## config.mk

```make
export PLATFORM = sky130hd
export DESIGN_NAME = kfs_front_flat
export DESIGN_NICKNAME = d
export VERILOG_FILES = /design/src/rtl/kfs_pkg.sv /design/src/rtl/kfs_in_if.sv /design/src/rtl/kfs_cfg_if.sv /design/src/rtl/kfs_front.sv /design/src/flat_wrapper.sv
export SDC_FILE = /design/constraint.sdc
export NUM_CORES = 2
export LEC_CHECK = 0
export BUFFER_PORTS_ARGS = -buffer_cell sky130_fd_sc_hd__buf_2
export CORE_UTILIZATION = 50
export DETAILED_ROUTE_END_ITERATION = 10
export PLACE_DENSITY = 0.68
export SYNTH_ARGS = -nofsm -noshare
export SYNTH_HDL_FRONTEND = slang
export SYNTH_SLANG_ARGS = --single-unit
```

## constraint.sdc

```tcl
create_clock -name clk -period 19.4 [get_ports clk]
set_input_delay 3.88 -clock clk [delete_from_list [all_inputs] [get_ports clk]]
set_output_delay 3.88 -clock clk [all_outputs]
set_load 0.02 [all_outputs]
```

## src/rtl/kfs_pkg.sv

```systemverilog
// Shared types and constants for the key feature selector.
// No dependencies; every other file imports this package.
package kfs_pkg;

	localparam int FRAC_BITS   = 4;
	localparam int ID_BITS     = 16;
	localparam int NUM_SLOTS   = 5;
	localparam int SLOT_W      = 3;
	localparam int COORD_W     = 16;
	localparam int FIELD_ID_W  = 16;
	localparam int CMD_W       = 2;
	localparam int MASK_W      = NUM_SLOTS;
	localparam int CFG_W       = 13;
	localparam int CFG_IDX_W   = 1;
	localparam int QUEUE_DEPTH = 2;

	// id bits actually kept per slot
	localparam int ID_W    = (ID_BITS < FIELD_ID_W) ? ID_BITS : FIELD_ID_W;
	// centre coordinate: half of a CFG_W size, scaled to fixed point
	localparam int CTR_W   = CFG_W - 1 + FRAC_BITS;
	localparam int DIFF_W  = ((CTR_W > COORD_W) ? CTR_W : COORD_W) + 1;
	localparam int DIST_W  = DIFF_W - 1;
	localparam int PROD_W  = 2 * DIFF_W;

	localparam int RESET_WIDTH  = 640;
	localparam int RESET_HEIGHT = 480;

	localparam logic [SLOT_W-1:0] LAST_SLOT = SLOT_W'(NUM_SLOTS - 1);

	typedef logic [SLOT_W-1:0] slot_idx_t;

	typedef enum logic [CMD_W-1:0] {
		CMD_CLEAR  = 2'd0,
		CMD_OFFER  = 2'd1,
		CMD_REMOVE = 2'd2,
		CMD_READ   = 2'd3
	} cmd_t;

	typedef enum logic [CFG_IDX_W-1:0] {
		REG_IMAGE_WIDTH  = 1'd0,
		REG_IMAGE_HEIGHT = 1'd1
	} cfg_reg_t;

	// Quadrant slot codes
	localparam slot_idx_t SLOT_CENTER = 3'd0;
	localparam slot_idx_t SLOT_XP_YP  = 3'd1;
	localparam slot_idx_t SLOT_XP_YN  = 3'd2;
	localparam slot_idx_t SLOT_XN_YN  = 3'd3;
	localparam slot_idx_t SLOT_XN_YP  = 3'd4;

	// All five slots as they stand after one item
	typedef struct packed {
		logic [MASK_W-1:0]                     mask;
		logic [NUM_SLOTS-1:0]                  valid;
		logic [NUM_SLOTS-1:0][FIELD_ID_W-1:0]  id;
		logic [NUM_SLOTS-1:0][COORD_W-1:0]     x;
		logic [NUM_SLOTS-1:0][COORD_W-1:0]     y;
	} snap_t;

endpackage

```

## src/rtl/kfs_in_if.sv

```systemverilog
// Input item channel: valid/ready plus command payload.
// Depends on kfs_pkg.
interface kfs_in_if import kfs_pkg::*; ();
	logic                  valid;
	logic                  ready;
	logic [CMD_W-1:0]      command;
	logic [COORD_W-1:0]    pos_x;
	logic [COORD_W-1:0]    pos_y;
	logic [FIELD_ID_W-1:0] feature_id;
	logic                  has_map_point;

	modport source (output valid, command, pos_x, pos_y, feature_id, has_map_point,
		input ready);
	modport sink (input valid, command, pos_x, pos_y, feature_id, has_map_point,
		output ready);
endinterface

```

## src/rtl/kfs_cfg_if.sv

```systemverilog
// Configuration write channel: valid/ready, register index and data.
// Depends on kfs_pkg.
interface kfs_cfg_if import kfs_pkg::*; ();
	logic                 valid;
	logic                 ready;
	logic [CFG_IDX_W-1:0] index;
	logic [CFG_W-1:0]     data;

	modport source (output valid, index, data, input ready);
	modport sink (input valid, index, data, output ready);
endinterface

```

## src/rtl/kfs_front.sv

```systemverilog
// Front end: input stage, centre registers, slot state and update logic.
// Depends on kfs_pkg, kfs_in_if, kfs_cfg_if; pushes snapshots into kfs_queue.
module kfs_front import kfs_pkg::*; (
	input  logic         clk,
	input  logic         arst_n,
	kfs_in_if.sink       item,
	kfs_cfg_if.sink      cfg,
	input  logic         full,
	output logic         push,
	output snap_t        push_data
);

	// centre registers
	logic [CTR_W-1:0] cx_q, cy_q;

	// stage 1
	logic                    valid_s1;
	cmd_t                    cmd_s1;
	logic [COORD_W-1:0]      x_s1, y_s1;
	logic [ID_W-1:0]         id_s1;
	logic                    mp_s1;
	slot_idx_t               q_s1;
	logic signed [PROD_W-1:0] prod_s1;
	logic [DIST_W-1:0]       cheb_s1;

	// slot state
	logic [NUM_SLOTS-1:0] held_valid_q;
	logic [COORD_W-1:0]   held_x_q  [NUM_SLOTS];
	logic [COORD_W-1:0]   held_y_q  [NUM_SLOTS];
	logic [ID_W-1:0]      held_id_q [NUM_SLOTS];

	logic                     load_s1;
	logic signed [DIFF_W-1:0] dx_n, dy_n;
	logic [DIST_W-1:0]        adx_n, ady_n;

	logic signed [DIFF_W-1:0] hdx, hdy, h0dx, h0dy;
	logic [DIST_W-1:0]        h0adx, h0ady, h0cheb;
	logic signed [PROD_W-1:0] hprod;
	logic                     take0, takeq;

	logic [NUM_SLOTS-1:0] nv;
	logic [COORD_W-1:0]   nx  [NUM_SLOTS];
	logic [COORD_W-1:0]   ny  [NUM_SLOTS];
	logic [ID_W-1:0]      nid [NUM_SLOTS];
	logic [MASK_W-1:0]    nmask;

	assign cfg.ready  = 1'b1;
	assign push       = valid_s1 && !full;
	assign item.ready = !valid_s1 || !full;
	assign load_s1    = item.valid && item.ready;

	always_ff @(posedge clk or negedge arst_n) begin
		if (!arst_n) begin
			cx_q <= CTR_W'(RESET_WIDTH / 2) << FRAC_BITS;
			cy_q <= CTR_W'(RESET_HEIGHT / 2) << FRAC_BITS;
		end else if (cfg.valid) begin
			case (cfg.index)
				REG_IMAGE_WIDTH:  cx_q <= CTR_W'(cfg.data[CFG_W-1:1]) << FRAC_BITS;
				REG_IMAGE_HEIGHT: cy_q <= CTR_W'(cfg.data[CFG_W-1:1]) << FRAC_BITS;
				default: ;
			endcase
		end
	end

	// stage 1: offsets from centre, quadrant, product and Chebyshev distance
	always_comb begin
		dx_n  = $signed(DIFF_W'(item.pos_x)) - $signed(DIFF_W'(cx_q));
		dy_n  = $signed(DIFF_W'(item.pos_y)) - $signed(DIFF_W'(cy_q));
		adx_n = dx_n[DIFF_W-1] ? DIST_W'(-dx_n) : DIST_W'(dx_n);
		ady_n = dy_n[DIFF_W-1] ? DIST_W'(-dy_n) : DIST_W'(dy_n);
	end

	always_ff @(posedge clk or negedge arst_n) begin
		if (!arst_n) begin
			valid_s1 <= 1'b0;
		end else if (item.ready) begin
			valid_s1 <= item.valid;
		end
	end

	always_ff @(posedge clk) begin
		if (load_s1) begin
			cmd_s1  <= cmd_t'(item.command);
			x_s1    <= item.pos_x;
			y_s1    <= item.pos_y;
			id_s1   <= item.feature_id[ID_W-1:0];
			mp_s1   <= item.has_map_point;
			prod_s1 <= PROD_W'(dx_n) * PROD_W'(dy_n);
			cheb_s1 <= (adx_n > ady_n) ? adx_n : ady_n;
			if (!dx_n[DIFF_W-1])
				q_s1 <= dy_n[DIFF_W-1] ? SLOT_XP_YN : SLOT_XP_YP;
			else
				q_s1 <= dy_n[DIFF_W-1] ? SLOT_XN_YN : SLOT_XN_YP;
		end
	end

	// stage 2: compare against held slots and commit
	always_comb begin
		hdx    = $signed(DIFF_W'(held_x_q[q_s1])) - $signed(DIFF_W'(cx_q));
		hdy    = $signed(DIFF_W'(held_y_q[q_s1])) - $signed(DIFF_W'(cy_q));
		hprod  = PROD_W'(hdx) * PROD_W'(hdy);
		h0dx   = $signed(DIFF_W'(held_x_q[0])) - $signed(DIFF_W'(cx_q));
		h0dy   = $signed(DIFF_W'(held_y_q[0])) - $signed(DIFF_W'(cy_q));
		h0adx  = h0dx[DIFF_W-1] ? DIST_W'(-h0dx) : DIST_W'(h0dx);
		h0ady  = h0dy[DIFF_W-1] ? DIST_W'(-h0dy) : DIST_W'(h0dy);
		h0cheb = (h0adx > h0ady) ? h0adx : h0ady;
		take0  = !held_valid_q[0] || (cheb_s1 < h0cheb);
		takeq  = !held_valid_q[q_s1] || (prod_s1 > hprod);
	end

	always_comb begin
		for (int k = 0; k < NUM_SLOTS; k++) begin
			nv[k]  = held_valid_q[k];
			nx[k]  = held_x_q[k];
			ny[k]  = held_y_q[k];
			nid[k] = held_id_q[k];
			case (cmd_s1)
				CMD_CLEAR: nv[k] = 1'b0;
				CMD_OFFER: begin
					if (mp_s1 && (((SLOT_W'(k) == SLOT_CENTER) && take0) ||
						((SLOT_W'(k) == q_s1) && takeq))) begin
						nv[k]  = 1'b1;
						nx[k]  = x_s1;
						ny[k]  = y_s1;
						nid[k] = id_s1;
					end
				end
				CMD_REMOVE: begin
					if (held_valid_q[k] && (held_id_q[k] == id_s1))
						nv[k] = 1'b0;
				end
				default: ;
			endcase
			nmask[k] = (nv[k] != held_valid_q[k]) ||
				(nv[k] && ((nx[k] != held_x_q[k]) || (ny[k] != held_y_q[k]) ||
				(nid[k] != held_id_q[k])));
			push_data.valid[k] = nv[k];
			push_data.x[k]     = nx[k];
			push_data.y[k]     = ny[k];
			push_data.id[k]    = FIELD_ID_W'(nid[k]);
		end
		push_data.mask = nmask;
	end

	always_ff @(posedge clk or negedge arst_n) begin
		if (!arst_n) begin
			held_valid_q <= '0;
		end else if (push) begin
			held_valid_q <= nv;
		end
	end

	always_ff @(posedge clk) begin
		if (push) begin
			for (int k = 0; k < NUM_SLOTS; k++) begin
				held_x_q[k]  <= nx[k];
				held_y_q[k]  <= ny[k];
				held_id_q[k] <= nid[k];
			end
		end
	end

`ifndef SYNTHESIS
	a_clear_empties: assert property (@(posedge clk) disable iff (!arst_n)
		push && (cmd_s1 == CMD_CLEAR) |=> held_valid_q == '0)
		else $error("slots not empty after clear");
	a_read_no_change: assert property (@(posedge clk) disable iff (!arst_n)
		push && (cmd_s1 == CMD_READ) |-> push_data.mask == '0 && nv == held_valid_q)
		else $error("read command changed slot state");
`endif

endmodule

```

## src/flat_wrapper.sv

```systemverilog
// flat-port wrapper written by rule: the top's interface ports become plain ports
module kfs_front_flat import kfs_pkg::*;
  (clk, arst_n, full, push, push_data, item_valid, item_command, item_pos_x, item_pos_y, item_feature_id, item_has_map_point, item_ready, cfg_valid, cfg_index, cfg_data, cfg_ready);
  kfs_in_if item_i ();
  kfs_cfg_if cfg_i ();
  input  logic clk;
  input  logic arst_n;
  input  logic full;
  output logic push;
  output snap_t push_data;
  input wire logic [$bits(item_i.valid)-1:0] item_valid;
  input wire logic [$bits(item_i.command)-1:0] item_command;
  input wire logic [$bits(item_i.pos_x)-1:0] item_pos_x;
  input wire logic [$bits(item_i.pos_y)-1:0] item_pos_y;
  input wire logic [$bits(item_i.feature_id)-1:0] item_feature_id;
  input wire logic [$bits(item_i.has_map_point)-1:0] item_has_map_point;
  output wire logic [$bits(item_i.ready)-1:0] item_ready;
  input wire logic [$bits(cfg_i.valid)-1:0] cfg_valid;
  input wire logic [$bits(cfg_i.index)-1:0] cfg_index;
  input wire logic [$bits(cfg_i.data)-1:0] cfg_data;
  output wire logic [$bits(cfg_i.ready)-1:0] cfg_ready;
  assign item_i.valid = item_valid;
  assign item_i.command = item_command;
  assign item_i.pos_x = item_pos_x;
  assign item_i.pos_y = item_pos_y;
  assign item_i.feature_id = item_feature_id;
  assign item_i.has_map_point = item_has_map_point;
  assign item_ready = item_i.ready;
  assign cfg_i.valid = cfg_valid;
  assign cfg_i.index = cfg_index;
  assign cfg_i.data = cfg_data;
  assign cfg_ready = cfg_i.ready;
  kfs_front u_core (.clk(clk), .arst_n(arst_n), .item(item_i), .cfg(cfg_i), .full(full), .push(push), .push_data(push_data));
endmodule
```

---- Word level (Yosys, flattened, before mapping) ----
Memories as Yosys holds them, arrays and structs flattened. A register that Yosys moved wholly into a read port is not among the register bits.
Cells that the tools add are included.
storage, ports and cells
  flip-flop bits (word level) ............. 134
  memory bits (writable) .................. 240
  bits of input ports ..................... 70
  output and inout bits ................... 253
  logic and storage cells ................. 173
  memories kept ........................... 3
memories
  name              depth  bits a word  read ports  clocked after Yosys merged registers in  wr ports  RTL line         text
  u_core.held_id_q  5      16           5           0                                        5         kfs_front.sv:30  logic [ID_W-1:0] held_id_q [NUM_SLOTS];
  u_core.held_x_q   5      16           6           1                                        5         kfs_front.sv:28  logic [COORD_W-1:0] held_x_q [NUM_SLOTS];
  u_core.held_y_q   5      16           6           1                                        5         kfs_front.sv:29  logic [COORD_W-1:0] held_y_q [NUM_SLOTS];
cells by class
  add/sub/neg operators ................... 10
  $mul .................................... 2
  $lt $le $gt $ge ......................... 5
  eq/ne operators ......................... 31
  mux-type cells .......................... 60
  bitwise gates (word level) .............. 1
  reductions and logical operators ........ 49
operator list
  operator                                                                       count
  16-bit 2-to-1 mux                                                              36
  16-bit inequality test                                                         15
  16-bit by 16-bit subtractor with 17-bit output                                 6
  16-bit equality test                                                           5
  17-bit by 17-bit multiplier with 34-bit output                                 2
  16-bit negation                                                                4
  34-bit greater-than comparator                                                 1
  16-bit greater-than comparator                                                 2
  1-bit logical AND                                                              22
  1-bit logical OR                                                               19
  16-bit less-than comparator                                                    1
  1-bit case mux with 3 select lines                                             5
  1-bit 2-to-1 mux                                                               13
  3-bit 2-to-1 mux                                                               4
  2-bit by 3-bit equality test with 1-bit output (first input constant)          2
  1-bit inequality test                                                          5
  1-bit logical NOT                                                              4
  3-bit by 4-bit less-than comparator with 1-bit output (second input constant)  1
  2-bit AND reduction                                                            2
  1-bit binary-select mux with 3-bit select                                      1
  1-bit by 3-bit equality test with 1-bit output (first input constant)          1
  3-bit equality test (first input constant)                                     1
  3-bit logical NOT                                                              1
  2-bit by 1-bit equality test with 1-bit output (second input constant)         1
  other kinds (4)                                                                4

---- Logic depth before layout (Yosys ltp) ----
An unclocked memory read counts as a cell.
  word-level depth ........................ 17
  depth in mapped cells ................... 52
  gate-level depth less buffers ........... 46

---- Worst setup path after synthesis ----
OpenSTA, ideal clock, no wires.
  kind .................................... reg-to-output
  from .................................... reg u_core.q_s1[0]
  to ...................................... out push_data[32] (netlist bit)
  arrival time ............................ 12499 ps
  data required time ...................... 15520 ps
  slack ................................... 3021 ps
  stages on the path, launching flop included .. 48
  buffers on the path ..................... 6
  path through ............................ edfxtp_1 > buf_6 > buf_1 > buf_1 > mux4_2 > mux2i_1 > ha_1 > inv_1 > fa_1 > a21o_1 > a21oi_1 > o21bai_1 > a21oi_1 > o21bai_1 > a211o_1 > and2_1 > o41ai_1 > buf_2 > (+12 left out) > a21o_1 > a21oi_1 > or4b_1 > o21a_1 > a41o_1 > or3_1 > a21oi_1 > xnor2_1 > ha_1 > nand4_1 > nor3_1 > nand4_1 > a21oi_1 > nand2b_4 > or4_1 > buf_2 > clkbuf_1 > o21ai_0
RTL lines
  element                   RTL line            text
  start: declaration        kfs_front.sv:22     slot_idx_t q_s1;
  start signal: assignment  kfs_front.sv:91     q_s1 <= dy_n[DIFF_W-1] ? SLOT_XP_YN : SLOT_XP_YP;
  start signal: assignment  kfs_front.sv:93     q_s1 <= dy_n[DIFF_W-1] ? SLOT_XN_YN : SLOT_XN_YP;
  end: declaration          flat_wrapper.sv:10  output snap_t push_data;

==> results.json <==
{
  "clk_transition_reported_paths_ps": 60,
  "hold-worst-slack_ps": 508,
  "worst_pin_slew_ps": 1240,
  "timing.critical_path.mode_cell": "fa_1",
  "timing.final.setup_violations": 0,
  "yosys_warnings": 0,
  "row_count": 111,
  "syn_to_final_growth_pct": 9.75,
  "fp.dieH_um": 306,
  "post-route-drc-count": 0,
  "totalNegativeSetupSlack_ps": 0,
  "overflow": 0,
  "area_of_the_mapped_netlist_sq_mm": 0.0463,
  "finClkSkew_ps": 32.4,
  "synthCells": 4541,
  "grt_setup_unrepaired": "false",
  "die_width_um": 306,
  "totalWireLength_um": 151000,
  "simple_gate_share_of_the_synthesized_area_pct": 11.3,
  "post_cts_resize_count": 0,
  "cts_setup_buffers": 0,
  "later_pin_clock_latency_in_the_skew_report_ps": 620,
  "critPathMaxStageDelay_ps": 770,
  "port_buffers": 320,
  "end_kind": "output pin",
  "worst-endpoint-arrival_ps": 14270,
  "dominantRegCellSynth": "edfxtp_1",
  "nNetsFinal": 5794,
  "number_of_flops_mapped_to_enable_cells_by_yosys": 344,
  "final_max_slew_viol_count": 0,
  "startpoint_type": "flop",
  "global_route_wire_length_before_repair_um": 225000,
  "combinational_family_with_the_most_area_after_synthesis": "adder cells",
  "clock_sink_count": 374,
  "synth_top_cells_by_area": "fa_1 (26%), edfxtp_1 (22%), ha_1 (8.9%), inv_1 (5.9%), mux2_2 (3.8%)",
  "drt-vias-per-instance": 5.86,
  "synth_compound_area_share_pct": 7.49,
  "worst_r2r_startpoint": "u_core.q_s1[0]",
  "worst_ep_required_time_ps": 15520,
  "final_util_pct": 55.4,
  "share_of_the_synthesized_area_in_the_top_cell_type_pct": 25.9,
  "finish.instance_area_sq_mm": 0.0508,
  "clk_root_buffer_cell": "clkbuf_16",
  "dr.pass1.iters": 7,
  "holdCritPathClass": "flop to flop",
  "num_vias": 35300,
  "synth.yosys.seq_area_share_pct": 23.9,
  "layout_cell_share_with_drive_strength_beyond_1_pct": 15.3,
  "synth.most_common_cell": "inv_1",
  "ctsHtreeMaxLevel": 2,
  "design.core.area_sq_mm": 0.0917,
  "start_point_of_the_worst_hold_path": "u_core.cy_q[13]",
  "final_period_minus_worst_setup_slack_ps": 18150,
  "cp_slowest_cell": "nand4bb_4",
  "tritoncts": "yes",
  "gp_congestion": 1.07,
  "grt_pass1_vias": 35500,
  "synth_top_cells_by_count": "inv_1 (724), fa_1 (599), nand2_1 (468)",
  "grt_antenna_before_repair": 19,
  "maximum_achievable_frequency_ghz": 0.0551,
  "post-route-period-util_pct": 93.5,
  "dp_hpwl_um": 121000,
  "syn_avg_cell_area_sq_um": 10.2,
  "clk_path_buf_depth": 3,
  "max_slew_margin_pct": 16.6,
  "adder_cell_fraction_of_synth_area_pct": 34.8,
  "pin_count": 323,
  "max_cap_viol_count": 0,
  "floorplan.initialDensity_pct": 50.5,
  "grt_max_degree": 84,
  "yosys_register_bits": 374,
  "asyncSetResetFlopFracSynth_pct": 8.02,
  "outcome": "finished, final reports clean",
  "synth_top_area_cell": "fa_1",
  "critPathKind": "flop to output pin",
  "critical_path.startpoint": "u_core.q_s1[0]",
  "cts_hold_buffers": 0,
  "detail_route.iter0.violations": 3539,
  "routed_wire_length_per_instance_um": 25.0,
  "synth.area.mux_share_pct": 7.58,
  "synth_cell_types": 93,
  "synthXorXnorAreaFrac_pct": 7.30,
  "worst-path-max-fanout": 59,
  "hold_violations": 0,
  "design.die.area_sq_mm": 0.0938,
  "numCtsBuffers": 46,
  "drt.antenna.violating_nets": 0,
  "synth_fp_nets": 5538,
  "groute.usage.overall_pct": 32.3,
  "placedInstanceArea_sq_mm": 0.0493
}
[sequential cells by signal (all words and copies together) (netlist names)]
signal	count
u_core.held_id_q	80
u_core.held_x_q	80
u_core.held_y_q	80
u_core.prod_s1	34
u_core.cheb_s1	16
u_core.id_s1	16
u_core.x_s1	16
u_core.y_s1	16
u_core.cx_q	12
u_core.cy_q	12
u_core.held_valid_q	5
u_core.q_s1	3
u_core.cmd_s1	2
u_core.mp_s1	1
u_core.valid_s1	1
[logic make-up (layout without fill, tap and decap cells)]
group / Yosys count / after routing
AOI/OAI and AO/OA: 531 / 531
and+or+nand+nor: 1134 / 1134
adders and majority gates: 927 / 927
DFF: 374 / 374
other: 1 / 6
buffers and inverters: 917 / 1209
muxes: 273 / 273
xor gates and xnor gates: 384 / 384
[final cells by class]
type,count,area [sq um]
Clock inverter,27,313
Fill cell,8070,40800
Timing Repair Buffer,394,2180
Sequential cell,374,11100
Antenna cell,5,12.5
Tap cell,1186,1480
Inverter,731,2740
Multi-Input combinational cell,3250,31800
Clock buffer,57,1210
[final timing paths]
check / depth (start not counted) / end / slack, ps
hold / removal: 1 / u_core.cy_q[13] / 510
max in group asynchronous: 1 / u_core.cy_q[15] / 15450
min in group asynchronous: 1 / u_core.held_valid_q[1] / 3350
setup / recovery: 44 / push_data[230] / 1250
hold reg to reg: 1 / u_core.cy_q[13] / 510
setup reg to reg: 43 / u_core.held_id_q[0][70] / 5660
[metal layers]
| layer | share of wire [%] | track usage (%) |
|---|---|---|
| met1 | 39 | 43.2 |
| met2 | 45 | 49.2 |
| met3 | 11 | 9.10 |
| met4 | 4.7 | 13.4 |
| met5 | 0.12 | 0 |
[cell usage in the layout (no fill, tap or decap), types with 19 or more instances in the layout]
cell	count
ha_1	328
nor4_1	47
clkbuf_16	46
nand2_1	468
nor2b_1	42
o21a_1	25
mux4_2	33
mux2_4	28
xnor2_1	182
nand3_1	19
xor2_1	194
mux2i_1	29
dfrtp_1	24
buf_2	320
a21o_1	58
nand2b_1	57
edfxtp_1	344
o21ai_0	121
a21oi_1	133
nand4_1	48
mux2_2	158
and2_1	72
fa_1	599
nor2_1	284
buf_4	72
mux2_1	22
inv_1	724
nor3_1	35
[worst max-delay path: cells and delay by family (launching register included)]
family	cells	cell delay (ps)
buffers and inverters	9	1320
adders and majority gates	10	4500
xor gates and xnor gates	2	490
DFF	1	330
and+or+nand+nor	5	1870
AOI/OAI and AO/OA	15	3860
muxes	3	1230
[metrics by stage]
stage               instances  setup slack, ps
finish                   6024             1250
global route             6024              556
floorplan                4541             3020
detailed placement       5935             1920
CTS                      6019             1270
global placement         5935             1960
Power is left out: the tool's default activity adds up to more than one toggle a clock period on the data nets, which glitch-free logic cannot reach.
