==> src/rtl/kfs_pkg.sv <==
// Shared types and constants for the key feature selector.
// No dependencies; every other file imports this package.
package kfs_pkg;

	localparam int FRAC_BITS   = 4;
	localparam int ID_BITS     = 16;
	localparam int NUM_SLOTS   = 5;
	localparam int SLOT_W      = 3;
	localparam int COORD_W     = 16;
	localparam int FIELD_ID_W  = 16;
	localparam int CMD_W       = 2;
	localparam int MASK_W      = NUM_SLOTS;
	localparam int CFG_W       = 13;
	localparam int CFG_IDX_W   = 1;
	localparam int QUEUE_DEPTH = 2;

	// id bits actually kept per slot
	localparam int ID_W    = (ID_BITS < FIELD_ID_W) ? ID_BITS : FIELD_ID_W;
	// centre coordinate: half of a CFG_W size, scaled to fixed point
	localparam int CTR_W   = CFG_W - 1 + FRAC_BITS;
	localparam int DIFF_W  = ((CTR_W > COORD_W) ? CTR_W : COORD_W) + 1;
	localparam int DIST_W  = DIFF_W - 1;
	localparam int PROD_W  = 2 * DIFF_W;

	localparam int RESET_WIDTH  = 640;
	localparam int RESET_HEIGHT = 480;

	localparam logic [SLOT_W-1:0] LAST_SLOT = SLOT_W'(NUM_SLOTS - 1);

	typedef logic [SLOT_W-1:0] slot_idx_t;

	typedef enum logic [CMD_W-1:0] {
		CMD_CLEAR  = 2'd0,
		CMD_OFFER  = 2'd1,
		CMD_REMOVE = 2'd2,
		CMD_READ   = 2'd3
	} cmd_t;

	typedef enum logic [CFG_IDX_W-1:0] {
		REG_IMAGE_WIDTH  = 1'd0,
		REG_IMAGE_HEIGHT = 1'd1
	} cfg_reg_t;

	// Quadrant slot codes
	localparam slot_idx_t SLOT_CENTER = 3'd0;
	localparam slot_idx_t SLOT_XP_YP  = 3'd1;
	localparam slot_idx_t SLOT_XP_YN  = 3'd2;
	localparam slot_idx_t SLOT_XN_YN  = 3'd3;
	localparam slot_idx_t SLOT_XN_YP  = 3'd4;

	// All five slots as they stand after one item
	typedef struct packed {
		logic [MASK_W-1:0]                     mask;
		logic [NUM_SLOTS-1:0]                  valid;
		logic [NUM_SLOTS-1:0][FIELD_ID_W-1:0]  id;
		logic [NUM_SLOTS-1:0][COORD_W-1:0]     x;
		logic [NUM_SLOTS-1:0][COORD_W-1:0]     y;
	} snap_t;

endpackage

==> src/rtl/kfs_out_if.sv <==
// Result channel: valid/ready plus one slot report per beat.
// Depends on kfs_pkg.
interface kfs_out_if import kfs_pkg::*; ();
	logic                  valid;
	logic                  ready;
	logic [SLOT_W-1:0]     slot_index;
	logic                  slot_valid;
	logic [FIELD_ID_W-1:0] slot_feature;
	logic [COORD_W-1:0]    slot_x;
	logic [COORD_W-1:0]    slot_y;
	logic [MASK_W-1:0]     changed_mask;
	logic                  last;

	modport source (output valid, slot_index, slot_valid, slot_feature, slot_x, slot_y,
		changed_mask, last, input ready);
	modport sink (input valid, slot_index, slot_valid, slot_feature, slot_x, slot_y,
		changed_mask, last, output ready);
endinterface

==> src/rtl/kfs_back.sv <==
// Back end: walks one snapshot out as five slot beats through an output register.
// Depends on kfs_pkg and kfs_out_if; reads the head of kfs_queue.
module kfs_back import kfs_pkg::*; (
	input  logic      clk,
	input  logic      arst_n,
	input  snap_t     head,
	input  logic      empty,
	output logic      pop,
	kfs_out_if.source result
);

	slot_idx_t             beat_q;
	logic                  out_valid_q;
	slot_idx_t             idx_q;
	logic                  sv_q;
	logic [FIELD_ID_W-1:0] id_q;
	logic [COORD_W-1:0]    x_q, y_q;
	logic [MASK_W-1:0]     mask_q;
	logic                  last_q;
	logic                  load;
	logic                  sv_n;

	assign load = !empty && (!out_valid_q || result.ready);
	assign pop  = load && (beat_q == LAST_SLOT);
	assign sv_n = head.valid[beat_q];

	always_ff @(posedge clk or negedge arst_n) begin
		if (!arst_n) begin
			beat_q      <= '0;
			out_valid_q <= 1'b0;
		end else begin
			if (load)
				beat_q <= (beat_q == LAST_SLOT) ? '0 : beat_q + 1'b1;
			if (load)
				out_valid_q <= 1'b1;
			else if (result.ready)
				out_valid_q <= 1'b0;
		end
	end

	// empty slots report zeros
	always_ff @(posedge clk) begin
		if (load) begin
			idx_q  <= beat_q;
			sv_q   <= sv_n;
			id_q   <= sv_n ? head.id[beat_q] : '0;
			x_q    <= sv_n ? head.x[beat_q] : '0;
			y_q    <= sv_n ? head.y[beat_q] : '0;
			mask_q <= head.mask;
			last_q <= (beat_q == LAST_SLOT);
		end
	end

	assign result.valid        = out_valid_q;
	assign result.slot_index   = idx_q;
	assign result.slot_valid   = sv_q;
	assign result.slot_feature = id_q;
	assign result.slot_x       = x_q;
	assign result.slot_y       = y_q;
	assign result.changed_mask = mask_q;
	assign result.last         = last_q;

`ifndef SYNTHESIS
	a_pop_on_last: assert property (@(posedge clk) disable iff (!arst_n)
		pop |=> out_valid_q && last_q && (idx_q == LAST_SLOT))
		else $error("snapshot released without its final beat");
`endif

endmodule

==> src/flat_wrapper.sv <==
// flat-port wrapper written by rule: the top's interface ports become plain ports
module kfs_back_flat import kfs_pkg::*;
  (clk, arst_n, head, empty, pop, result_valid, result_slot_index, result_slot_valid, result_slot_feature, result_slot_x, result_slot_y, result_changed_mask, result_last, result_ready);
  kfs_out_if result_i ();
  input  logic clk;
  input  logic arst_n;
  input  snap_t head;
  input  logic empty;
  output logic pop;
  output wire logic [$bits(result_i.valid)-1:0] result_valid;
  output wire logic [$bits(result_i.slot_index)-1:0] result_slot_index;
  output wire logic [$bits(result_i.slot_valid)-1:0] result_slot_valid;
  output wire logic [$bits(result_i.slot_feature)-1:0] result_slot_feature;
  output wire logic [$bits(result_i.slot_x)-1:0] result_slot_x;
  output wire logic [$bits(result_i.slot_y)-1:0] result_slot_y;
  output wire logic [$bits(result_i.changed_mask)-1:0] result_changed_mask;
  output wire logic [$bits(result_i.last)-1:0] result_last;
  input wire logic [$bits(result_i.ready)-1:0] result_ready;
  assign result_valid = result_i.valid;
  assign result_slot_index = result_i.slot_index;
  assign result_slot_valid = result_i.slot_valid;
  assign result_slot_feature = result_i.slot_feature;
  assign result_slot_x = result_i.slot_x;
  assign result_slot_y = result_i.slot_y;
  assign result_changed_mask = result_i.changed_mask;
  assign result_last = result_i.last;
  assign result_i.ready = result_ready;
  kfs_back u_core (.clk(clk), .arst_n(arst_n), .head(head), .empty(empty), .pop(pop), .result(result_i));
endmodule
==> config.mk <==
export PLATFORM = sky130hd
export DESIGN_NAME = kfs_back_flat
export DESIGN_NICKNAME = d
export VERILOG_FILES = /design/src/rtl/kfs_pkg.sv /design/src/rtl/kfs_out_if.sv /design/src/rtl/kfs_back.sv /design/src/flat_wrapper.sv
export SDC_FILE = /design/constraint.sdc
export NUM_CORES = 1
export LEC_CHECK = 0
export BUFFER_PORTS_ARGS = -buffer_cell sky130_fd_sc_hd__clkbuf_2
export CAP_MARGIN = 5
export CORE_AREA = 10 10 113 115
export CTS_CLUSTER_DIAMETER = 40
export DETAILED_ROUTE_END_ITERATION = 10
export DIE_AREA = 0 0 123 125
export GPL_TIMING_DRIVEN = 0
export PLACE_DENSITY = 0.91
export REMOVE_ABC_BUFFERS = 1
export SETUP_SLACK_MARGIN = 0.2
export SLEW_MARGIN = 5
export SYNTH_ARGS = -nofsm -noshare
export SYNTH_HDL_FRONTEND = slang
export SYNTH_SLANG_ARGS = --single-unit
==> constraint.sdc <==
create_clock -name clk -period 12.85 [get_ports clk]
set_input_delay 2.57 -clock clk [delete_from_list [all_inputs] [get_ports clk]]
set_output_delay 2.57 -clock clk [all_outputs]
set_load 0.005 [all_outputs]
After elaboration in Yosys (flattened, before gate mapping)
Cells that the tools add are included.
{ "word_totals": {"inputBits": 254, "output_inout_bits": 60, "register_bits": 62} }
{ "classes": {"n_addsub": 1, "muxes": 11, "n_eq_ne": 1, "magnitude_cmp": 1, "reduce_logical": 6} }
{ "ops": {"columns": ["op", "n"], "rows": [
  ["$bmux 16 s3", 3],
  ["$mux 16", 3],
  ["$lt 3x4->1 const B", 1],
  ["$add 3x1->3 const B", 1],
  ["$bmux 1 s3", 1],
  ["$eq 3x3->1 const B", 1],
  ["$mux 1", 3],
  ["$mux 3", 1],
  ["$logic_and 1x1->1", 2],
  ["$logic_not 1->1", 2],
  ["$reduce_bool 2->1", 1],
  ["$logic_or 1x1->1", 1]
]} }

Depth between registers and ports, before layout
Gate-level depths: netlist of run 1.
{ "depth": {"word_depth": 4, "depth_mapped": 6, "ltp_nobuf": 5} }

Least setup slack after synthesis of run 1
Ideal clock, no wire load.
{ "synth_timing": {"path_kind": "input to output", "from": "input port result_ready", "to": "output port pop", "n_path_buf": 0, "path_slack_ns": 4.759, "stages": 3, "required_time_ns": 10.280, "arrival_ns": 5.521, "path_cell_list": "nor2b_1 > nor2_1 > and2_1"} }
{ "synth_between": {"elab_chain_cells": 3} }
{ "synth_rtl": {"columns": ["item", "line_no", "source"], "rows": [
  ["start, declared", "flat_wrapper.sv:18", "input wire logic [$bits(result_i.ready)-1:0] result_ready;"],
  ["$logic_or 1x1->1", "kfs_back.sv:23", "assign load = !empty && (!out_valid_q || result.ready);"],
  ["$logic_and 1x1->1", "kfs_back.sv:23", null],
  ["named net u_core.load", "kfs_back.sv:20", "logic load;"],
  ["$logic_and 1x1->1", "kfs_back.sv:24", "assign pop = load && (beat_q == LAST_SLOT);"],
  ["end, declared", "flat_wrapper.sv:9", "output logic pop;"]
]} }
The timed path passes the listed nets, and every way through them passes these cells.

Worst setup path after layout of run 1
Ends and elaborated chain as after synthesis.

==> results of run 1 <==
-- routing by layer --
metal / up-vias / GRT usage / share of wire
li1: 2027 / - / -
met1: 2018 / 0.198 / 0.35
met2: 248 / 0.372 / 0.52
met3: 20 / 0.0743 / 0.11
met4: 0 / 0.0596 / 0.019
met5: - / 0 / 0
-- power groups by stage --
stage                     clock network [mW]  logic (mW)  registers (mW)
final                                  0.187       0.609           0.344
after global routing                   0.203       0.664           0.351
after floorplan                            0       0.374           0.357
after CTS                              0.193       0.598           0.344
after global placement                     0       0.547           0.366
after detailed placement                   0       0.595           0.348
-- sequential cells by signal, summed over array words and instances (netlist names) --
| name | flops |
|---|---|
| u_core.result.slot_x | 16 |
| u_core.result.changed_mask | 5 |
| u_core.result.slot_valid | 1 |
| u_core.result.slot_feature | 16 |
| u_core.result.slot_index | 3 |
| u_core.result.slot_y | 16 |
| u_core.beat_q | 3 |
| u_core.result.last | 1 |
| u_core.result.valid | 1 |
-- logic make-up (layout without fill, tap and decap cells) --
kind of cell,count (synthesis),after routing
AOI/OAI and AO/OA,100,100
and+or+nand+nor,61,61
buffers and inverters,41,341
muxes,100,100
DFF,62,62
adders and majority gates,2,2
-- stage by stage --
step / area (um2) / instances / setup slack [ns] / hold WS, ns
CTS: 6170 / 805 / 6.27 / 0.754
detailed placement: 5960 / 789 / 6.27 / 0.744
floorplan: 4030 / 328 / 4.76 / 0.595
global route: 6200 / 806 / 6.15 / 0.783
global placement: 5770 / 781 / 3.41 / 0.647
finish: 6200 / 806 / 6.30 / 0.761
-- cell usage in the layout, fill, tap and decap left out --
cell type,instances
ha_1,2
mux2_2,99
mux2_4,1
nor3b_4,1
inv_1,3
dfrtp_1,3
buf_16,4
a22oi_4,1
clkinv_2,2
nand2b_1,1
bufinv_16,2
nand2_1,49
nor2b_4,1
a22oi_1,96
buf_6,1
clkinv_1,1
a21oi_1,1
edfxtp_1,58
clkbuf_8,10
o41ai_1,1
nor2b_1,2
nor2_1,2
clkbuf_1,1
o31ai_1,1
nor2_4,2
and2_1,2
buf_8,3
buf_12,1
nand4_1,1
dfrtp_4,1
clkbuf_2,313
-- worst max-delay path: cells and delay by family --
family | cells | cell delay [ns]
AND/OR/NAND/NOR | 3 | 0.91
buffers and inverters | 3 | 0.49
-- layout make-up --
type	instances	area share
clock buffers	11	0.0228
clock inverters	5	0.0119
repair buffers	322	0.283
well taps	140	0.0282
flip-flops and latches	62	0.298
multi-input cells	263	0.355
inverters	3	0.00182
-- final timing paths --
path | start | endpoint | slack [ns] | cells after the start
min in group asynchronous | arst_n | u_core.result.valid | 2.04 | 1
worst max register to register | u_core.beat_q[1] | u_core.result.slot_x[2] | 10.24 | 5
worst max-delay path | result_ready | pop | 6.30 | 6
worst min-delay path | u_core.beat_q[2] | u_core.result.slot_index[2] | 0.76 | 0
worst min register to register | u_core.beat_q[2] | u_core.result.slot_index[2] | 0.76 | 0
max in group asynchronous | arst_n | u_core.beat_q[1] | 10.65 | 1
==> impl_metrics.yaml, run 1 <==
status:
  status: "finished clean"
placement:
  gp_congestion: 0.787
  hpwl_um: 13200
  io_buffers: 313
pwr:
  p_seq_frac: 0.301
  vdd_drop_max_v: 0.000117
  power_mw: 1.14
  p_switching_uw: 420
  p_leak_nw: 2.87
  p_int_uw: 720
  power.density_mw_per_mm2: 184
  combPwrFrac: 0.535
  swShare: 0.368
  clockPowerShare: 0.164
floorplan:
  pin_count: 314
  coreArea_mm2: 0.0106
  die_y_um: 125
  dieArea_mm2: 0.0154
  die_w_um: 123
  rows: 38
  start_util: 0.401
clock_network:
  h-tree-depth: 3
  numCtsBuffers: 9
  clk_pin_slew_worst_paths_ns: 0.07
  postCtsSetupRepairBufs: 0
  cts_hold_buf: 0
  cts.repair.resized: 0
  clk_latency_ns: 0.33
  numClockSinks: 62
  clk_path_buf_depth: 2
  cts_root_buffer: "clkbuf_8"
  cts_tree: "done"
routing:
  drc: 0
  drtIter0Drc: 316
  drt_pass1_iterations: 5
  vias_per_cell: 5.35
  avgRoutedWirePerCell_um: 20.1
  ant_nets: 0
  wl_um: 16200
  vias: 4313
grt:
  grt_start_max_net_pins: 55
  grt_pass1_wl_um: 24800
  antenna_found_initial: 0
  grt_pass1_vias: 4800
  grt.total_usage: 0.199
  grt.overflow.total: 0
synth:
  synth_top_family_by_area: "multiplexers"
  ys_warn_count: 0
  ys_seq_elements: 62
  synth_common_cells: "mux2_2, a22oi_1, edfxtp_1, nand2_1, buf_2"
  netlist.area_leader.share: 0.410
  synth_top_area_cell: "edfxtp_1"
  postSynthCellCount: 366
  synthMuxAreaShare: 0.266
  syn_area_mm2: 0.00425
  async_reset_ff_frac: 0.0645
  synth-simple-area-share: 0.0600
  synth_edf_count: 58
  syn_avg_cell_area_um2: 11.6
  synth.most_common_cell: "mux2_2"
  synthXorXnorAreaFrac: 0
  yosys-top-cells-area: "edfxtp_1, mux2_2, a22oi_1"
  synth_compound_area_frac: 0.179
  ys_seq_area_frac: 0.433
  synthAdderAreaFrac: 0.00588
  synth_cell_types: 22
  synthFlopType: "edfxtp_1"
setup_path:
  critPathKind: "in2out"
  worstPathCellList: "clkbuf_2, nor2b_1, nor2_4, buf_12, and2_1, clkbuf_2"
  slowest_stage: "nor2_4"
  crit_required_ns: 10.28
  slowest_delay_ns: 0.68
  crit_path_max_fanout: 33
  cp.arrival_ns: 3.98
  critPathCaptureType: "output port"
  critPathMostFrequentCell: "clkbuf_2"
  cp-start-kind: "input port"
cells_and_area:
  seqCellArea_mm2: 0.00185
  nFillCells: 907
  diodes: 0
  drive_above_1_share: 0.664
  num-nets-final: 917
  finish.utilization: 0.585
  multi_input_area_mm2: 0.00220
  syn_to_final_growth_pct: 45.8
sta:
  maxSlewViolCount: 0
  clock_skew_ns: 0.0134
  hold_viol: 0
  slew_headroom: 0.411
  max_slew.worst_pin.slew_ns: 0.881
  final.min_clock_period_ns: 6.55
  setup_violations: 0
  post-route-period-util: 0.510
  fmax_ghz: 0.153
  rsz0062_at_grt: "no"
  fin_setup_tns_ns: 0
job:
  cap_violations: 0
worst_hold_path:
  hold_class: "reg2reg"
Power figures use the tool's default switching activity.
==> run 2: changes to the inputs <==
--- a/config.mk
+++ b/config.mk
@@ -7,12 +7,12 @@
 export LEC_CHECK = 0
 export BUFFER_PORTS_ARGS = -buffer_cell sky130_fd_sc_hd__clkbuf_2
 export CAP_MARGIN = 5
-export CORE_AREA = 10 10 113 115
+export CORE_MARGIN = 10
+export CORE_UTILIZATION = 37
 export CTS_CLUSTER_DIAMETER = 40
 export DETAILED_ROUTE_END_ITERATION = 10
-export DIE_AREA = 0 0 123 125
 export GPL_TIMING_DRIVEN = 0
-export PLACE_DENSITY = 0.91
+export PLACE_DENSITY = 0.88
 export REMOVE_ABC_BUFFERS = 1
 export SETUP_SLACK_MARGIN = 0.2
 export SLEW_MARGIN = 5
==> constraint.sdc (replaced) <==
create_clock -name clk -period 5.7 [get_ports clk]
set_input_delay 1.14 -clock clk [delete_from_list [all_inputs] [get_ports clk]]
set_output_delay 1.14 -clock clk [all_outputs]
set_load 0.005 [all_outputs]
==> impl_metrics.yaml, run 2 (synthesis results as in run 1) <==
cells_and_area:
  num-nets-final: 917
  final_common_cell: "clkbuf_2"
  finish.utilization: 0.558
  nFillCells: 1034
  fin_area_mm2: 0.00631
  syn_to_final_growth_pct: 48.4
  final_cell_mix: "clkbuf_2, mux2_2, a22oi_1"
  diodes: 0
  drive_above_1_share: 0.661
pwr:
  p_int_mw: 1.75
  p_leak_nw: 2.92
  clockPowerShare: 0.208
  p_seq_frac: 0.287
  p_switching_uw: 947
  power.density_mw_per_mm2: 428
  combPwrFrac: 0.504
  swShare: 0.351
  vdd_drop_max_v: 0.000318
clock_network:
  postCtsSetupRepairBufs: 0
  cts.repair.resized: 0
  numCtsBuffers: 9
  cts_root_buffer: "clkbuf_16"
  numClockSinks: 62
  cts_hold_buf: 0
  cts_tree: "done"
  clk_path_buf_depth: 2
  h-tree-depth: 3
  clk_latency_ns: 0.32
  clk_pin_slew_worst_paths_ns: 0.05
routing:
  drtIter0Drc: 326
  vias_per_cell: 5.16
  avgRoutedWirePerCell_um: 19.2
  drt_pass1_iterations: 5
  vias: 4176
  wl_um: 15500
  drc: 0
  ant_nets: 0
setup_path:
  slowest_stage: "nor2_4"
  critPathMostFrequentCell: "clkbuf_2"
  worstPathCellList: "clkbuf_2, nor2b_1, nor2_4, buf_12, and2_1, clkbuf_2"
  critPathCaptureType: "output port"
  cp_top_family: "simple AND/OR/NAND/NOR gates"
  cp-start-kind: "input port"
  cp_num_buf_inv: 3
  crit_required_ns: 4.56
  crit_path_max_fanout: 33
  cp.arrival_ns: 2.53
  slowest_delay_ns: 0.67
  critPathKind: "in2out"
sta:
  hold_viol: 0
  setup_violations: 0
  maxSlewViolCount: 0
  slew_headroom: 0.422
  fin_ws_ns: 2.03
  fmax_ghz: 0.273
  post-route-period-util: 0.643
  final.min_clock_period_ns: 3.67
  max_slew.worst_pin.slew_ns: 0.865
  rsz0062_at_grt: "no"
  clock_skew_ns: 0.00523
grt:
  grt_start_max_net_pins: 55
  grt_pass1_wl_um: 23700
  grt.overflow.total: 0
  grt_pass1_vias: 4591
  grt.total_usage: 0.181
  antenna_found_initial: 1
placement:
  gp_congestion: 0.806
  io_buffers: 313
  hpwl_um: 12900
  dpl_cell_area_mm2: 0.00598
  place_ws_ns: 1.97
floorplan:
  start_util: 0.376
  dieArea_mm2: 0.0162
  pin_count: 314
  coreArea_mm2: 0.0113
  rows: 39
  die_w_um: 127
  die_y_um: 127
worst_hold_path:
  hold_class: "in2async"
status:
  status: "finished clean"
job:
  cap_violations: 0
[run 2: cell types whose count changed in the layout (fill, tap and decap cells not counted), sizes merged]
cell,previous run,this run
clkbuf,324,323
clkinv,3,4
[run 2: worst register-to-register path: stages (launching register included)]
cell     delay [ns]
dfrtp_4        0.86
buf_16         0.32
nor2_1         0.12
a22oi_4        0.64
buf_16         0.25
a22oi_1        0.14
[run 2: power by group through the flow]
stage                     Combinational (mW)  Sequential [mW]  Clock (mW)
after floorplan                        0.844            0.805           0
final                                   1.36            0.776       0.562
after global placement                  1.22            0.825           0
after global routing                    1.49            0.792       0.597
after detailed placement                1.34            0.786           0
after CTS                               1.34            0.775       0.575
[run 2: worst paths after layout]
check	startpoint	endpoint	slack (ns)	depth (start not counted)
max reg2reg	u_core.beat_q[1]	u_core.result.slot_x[15]	3.11	5
min in group clk	u_core.result.valid	u_core.result.valid	0.75	2
max in group asynchronous	arst_n	u_core.beat_q[1]	4.93	1
min	arst_n	u_core.result.valid	0.62	1
max	result_ready	pop	2.03	6
min reg2reg	u_core.result.valid	u_core.result.valid	0.75	2
[run 2: through the flow]
step	power (mW)	TNS (ns)	instances	hold WS, ns
after floorplan	1.65	0	328	0.595
after global placement	2.05	-0.768	784	0.654
after detailed placement	2.12	0	792	0.739
after CTS	2.69	0	808	0.607
after global routing	2.87	0	809	0.609
final	2.70	0	809	0.620
[run 2: area by class of cell]
type / count / area, um2 / area share
Clock buffer: 10 / 229 / 0.0363
Timing Repair Buffer: 322 / 1770 / 0.280
Clock inverter: 6 / 76.3 / 0.0121
Tap cell: 143 / 179 / 0.0283
Multi-Input combinational cell: 263 / 2200 / 0.349
Sequential cell: 62 / 1850 / 0.292
Inverter: 3 / 11.3 / 0.00178
[run 2: layer usage]
layer / routed length, um / global-route usage / vias up
met1: 5570 / 0.183 / 1908
met3: 1620 / 0.0740 / 17
met4: 212 / 0.0630 / 2
met5: 17 / 0 / -
li1: - / - / 2027
met2: 8120 / 0.328 / 222
==> run 3: changes to the inputs <==
--- a/config.mk
+++ b/config.mk
@@ -8,11 +8,11 @@
 export BUFFER_PORTS_ARGS = -buffer_cell sky130_fd_sc_hd__clkbuf_2
 export CAP_MARGIN = 5
 export CORE_MARGIN = 10
-export CORE_UTILIZATION = 37
+export CORE_UTILIZATION = 41
 export CTS_CLUSTER_DIAMETER = 40
 export DETAILED_ROUTE_END_ITERATION = 10
 export GPL_TIMING_DRIVEN = 0
-export PLACE_DENSITY = 0.88
+export PLACE_DENSITY = 0.92
 export REMOVE_ABC_BUFFERS = 1
 export SETUP_SLACK_MARGIN = 0.2
 export SLEW_MARGIN = 5
==> constraint.sdc (replaced) <==
create_clock -name clk -period 3.8 [get_ports clk]
set_input_delay 0.76 -clock clk [delete_from_list [all_inputs] [get_ports clk]]
set_output_delay 0.76 -clock clk [all_outputs]
set_load 0.005 [all_outputs]
==> impl_metrics.yaml, run 3 (synthesis results as in run 1) <==
floorplan:
  rows: 37
  pin_count: 314
  coreArea_mm2: 0.0102
  die_y_um: 122
  die_w_um: 122
  dieArea_mm2: 0.0148
  start_util: 0.416
sta:
  max_slew.worst_pin.slew_ns: 0.908
  fmax_ghz: 0.331
  rsz0062_at_grt: "no"
  clock_skew_ns: 0.0109
  setup_violations: 0
  post-route-period-util: 0.794
  fin_ws_ns: 0.781
  hold_viol: 0
  fin_setup_tns_ns: 0
  maxSlewViolCount: 0
  final.min_clock_period_ns: 3.02
  slew_headroom: 0.393
pwr:
  p_leak_nw: 2.87
  vdd_drop_max_v: 0.000446
  power.density_mw_per_mm2: 620
  power_mw: 3.85
clock_network:
  h-tree-depth: 3
  cts_hold_buf: 0
  clk_pin_slew_worst_paths_ns: 0.08
  postCtsSetupRepairBufs: 0
  cts_tree: "done"
  clk_latency_ns: 0.33
  cts.repair.resized: 0
  numClockSinks: 62
  clk_path_buf_depth: 2
  cts_root_buffer: "clkbuf_8"
  numCtsBuffers: 9
cells_and_area:
  drive_above_1_share: 0.665
  syn_to_final_growth_pct: 45.9
  diodes: 0
  fin_cells: 802
  fin_area_mm2: 0.00620
  final_common_cell: "clkbuf_2"
  num-nets-final: 917
  final_cell_mix: "clkbuf_2, mux2_2, a22oi_1"
placement:
  gp_congestion: 0.848
  dpl_cell_area_mm2: 0.00596
  hpwl_um: 13000
  dp.cells: 785
  io_buffers: 313
  place_ws_ns: 0.987
grt:
  grt.overflow.total: 0
  grt_start_max_net_pins: 54
  antenna_found_initial: 0
  grt_pass1_vias: 4594
  grt.total_usage: 0.199
  grt_pass1_wl_um: 23700
setup_path:
  cp-start-kind: "flip-flop"
  critPathCaptureType: "output port"
  crit_required_ns: 3.04
  crit_path_max_fanout: 53
  critPathKind: "reg2out"
  cp.arrival_ns: 2.26
worst_hold_path:
  hold_class: "in2async"
routing:
  drtIter0Drc: 365
  vias_per_cell: 5.32
  drc: 0
  avgRoutedWirePerCell_um: 19.7
  vias: 4268
  drt_pass1_iterations: 5
  wl_um: 15800
  ant_nets: 0
job:
  cap_violations: 0
status:
  status: "finished clean"
## run 3: cell types whose count changed in the layout (fill, tap and decap cells not counted), sizes merged
cell	before	now
clkinv	4	3
clkinvlp	0	1
## run 3: area by class of cell
| cell class | instances | area (um2) |
|---|---|---|
| multi-input combinational | 263 | 2200 |
| tap | 136 | 170 |
| clock inverter | 6 | 86.3 |
| fill | 859 | 4030 |
| inverter | 3 | 11.3 |
| sequential | 62 | 1850 |
| clock buffer | 10 | 128 |
| timing repair buffer | 322 | 1760 |
## run 3: layer usage
metal / GRT usage / vias to the layer above / part of all wire
met4: 0.0559 / 0 / 0.018
li1: - / 2023 / -
met1: 0.208 / 1988 / 0.35
met5: 0 / - / 0
met2: 0.357 / 237 / 0.52
met3: 0.0837 / 20 / 0.11
## run 3: path summary, 6_finish.rpt
check                                     from                              to  slack (ns)  cells past startpoint
max                           u_core.beat_q[1]                             pop        0.78                      6
min                                     arst_n                u_core.beat_q[0]        0.23                      1
max reg2reg                   u_core.beat_q[1]  u_core.result.slot_feature[10]        1.39                      5
min reg2reg                u_core.result.valid             u_core.result.valid        0.75                      2
max in group asynchronous               arst_n                u_core.beat_q[1]        3.42                      1
min in group clk                     head[246]   u_core.result.changed_mask[1]        0.61                      1
## run 3: worst max-delay path, cell delays in order, from the launching register on
cell	delay (ns)
dfrtp_4	0.87
buf_16	0.31
inv_1	0.10
ha_1	0.21
and2_1	0.19
and2_1	0.14
clkbuf_2	0.11
## run 3: power by group
group,leakage [nW],internal [mW],switching (mW)
combinational,2.15,1.08,0.976
sequential,0.616,0.979,0.183
clock,0.106,0.368,0.262
total,2.87,2.43,1.42
## run 3: per-stage QoR
| step | hold slack (ns) | utilization |
|---|---|---|
| after global placement | 0.575 | 0.563 |
| after CTS | 0.213 | 0.604 |
| after detailed placement | 0.582 | 0.583 |
| after floorplan | 0.464 | - |
| after global routing | 0.211 | 0.606 |
| final | 0.227 | 0.606 |
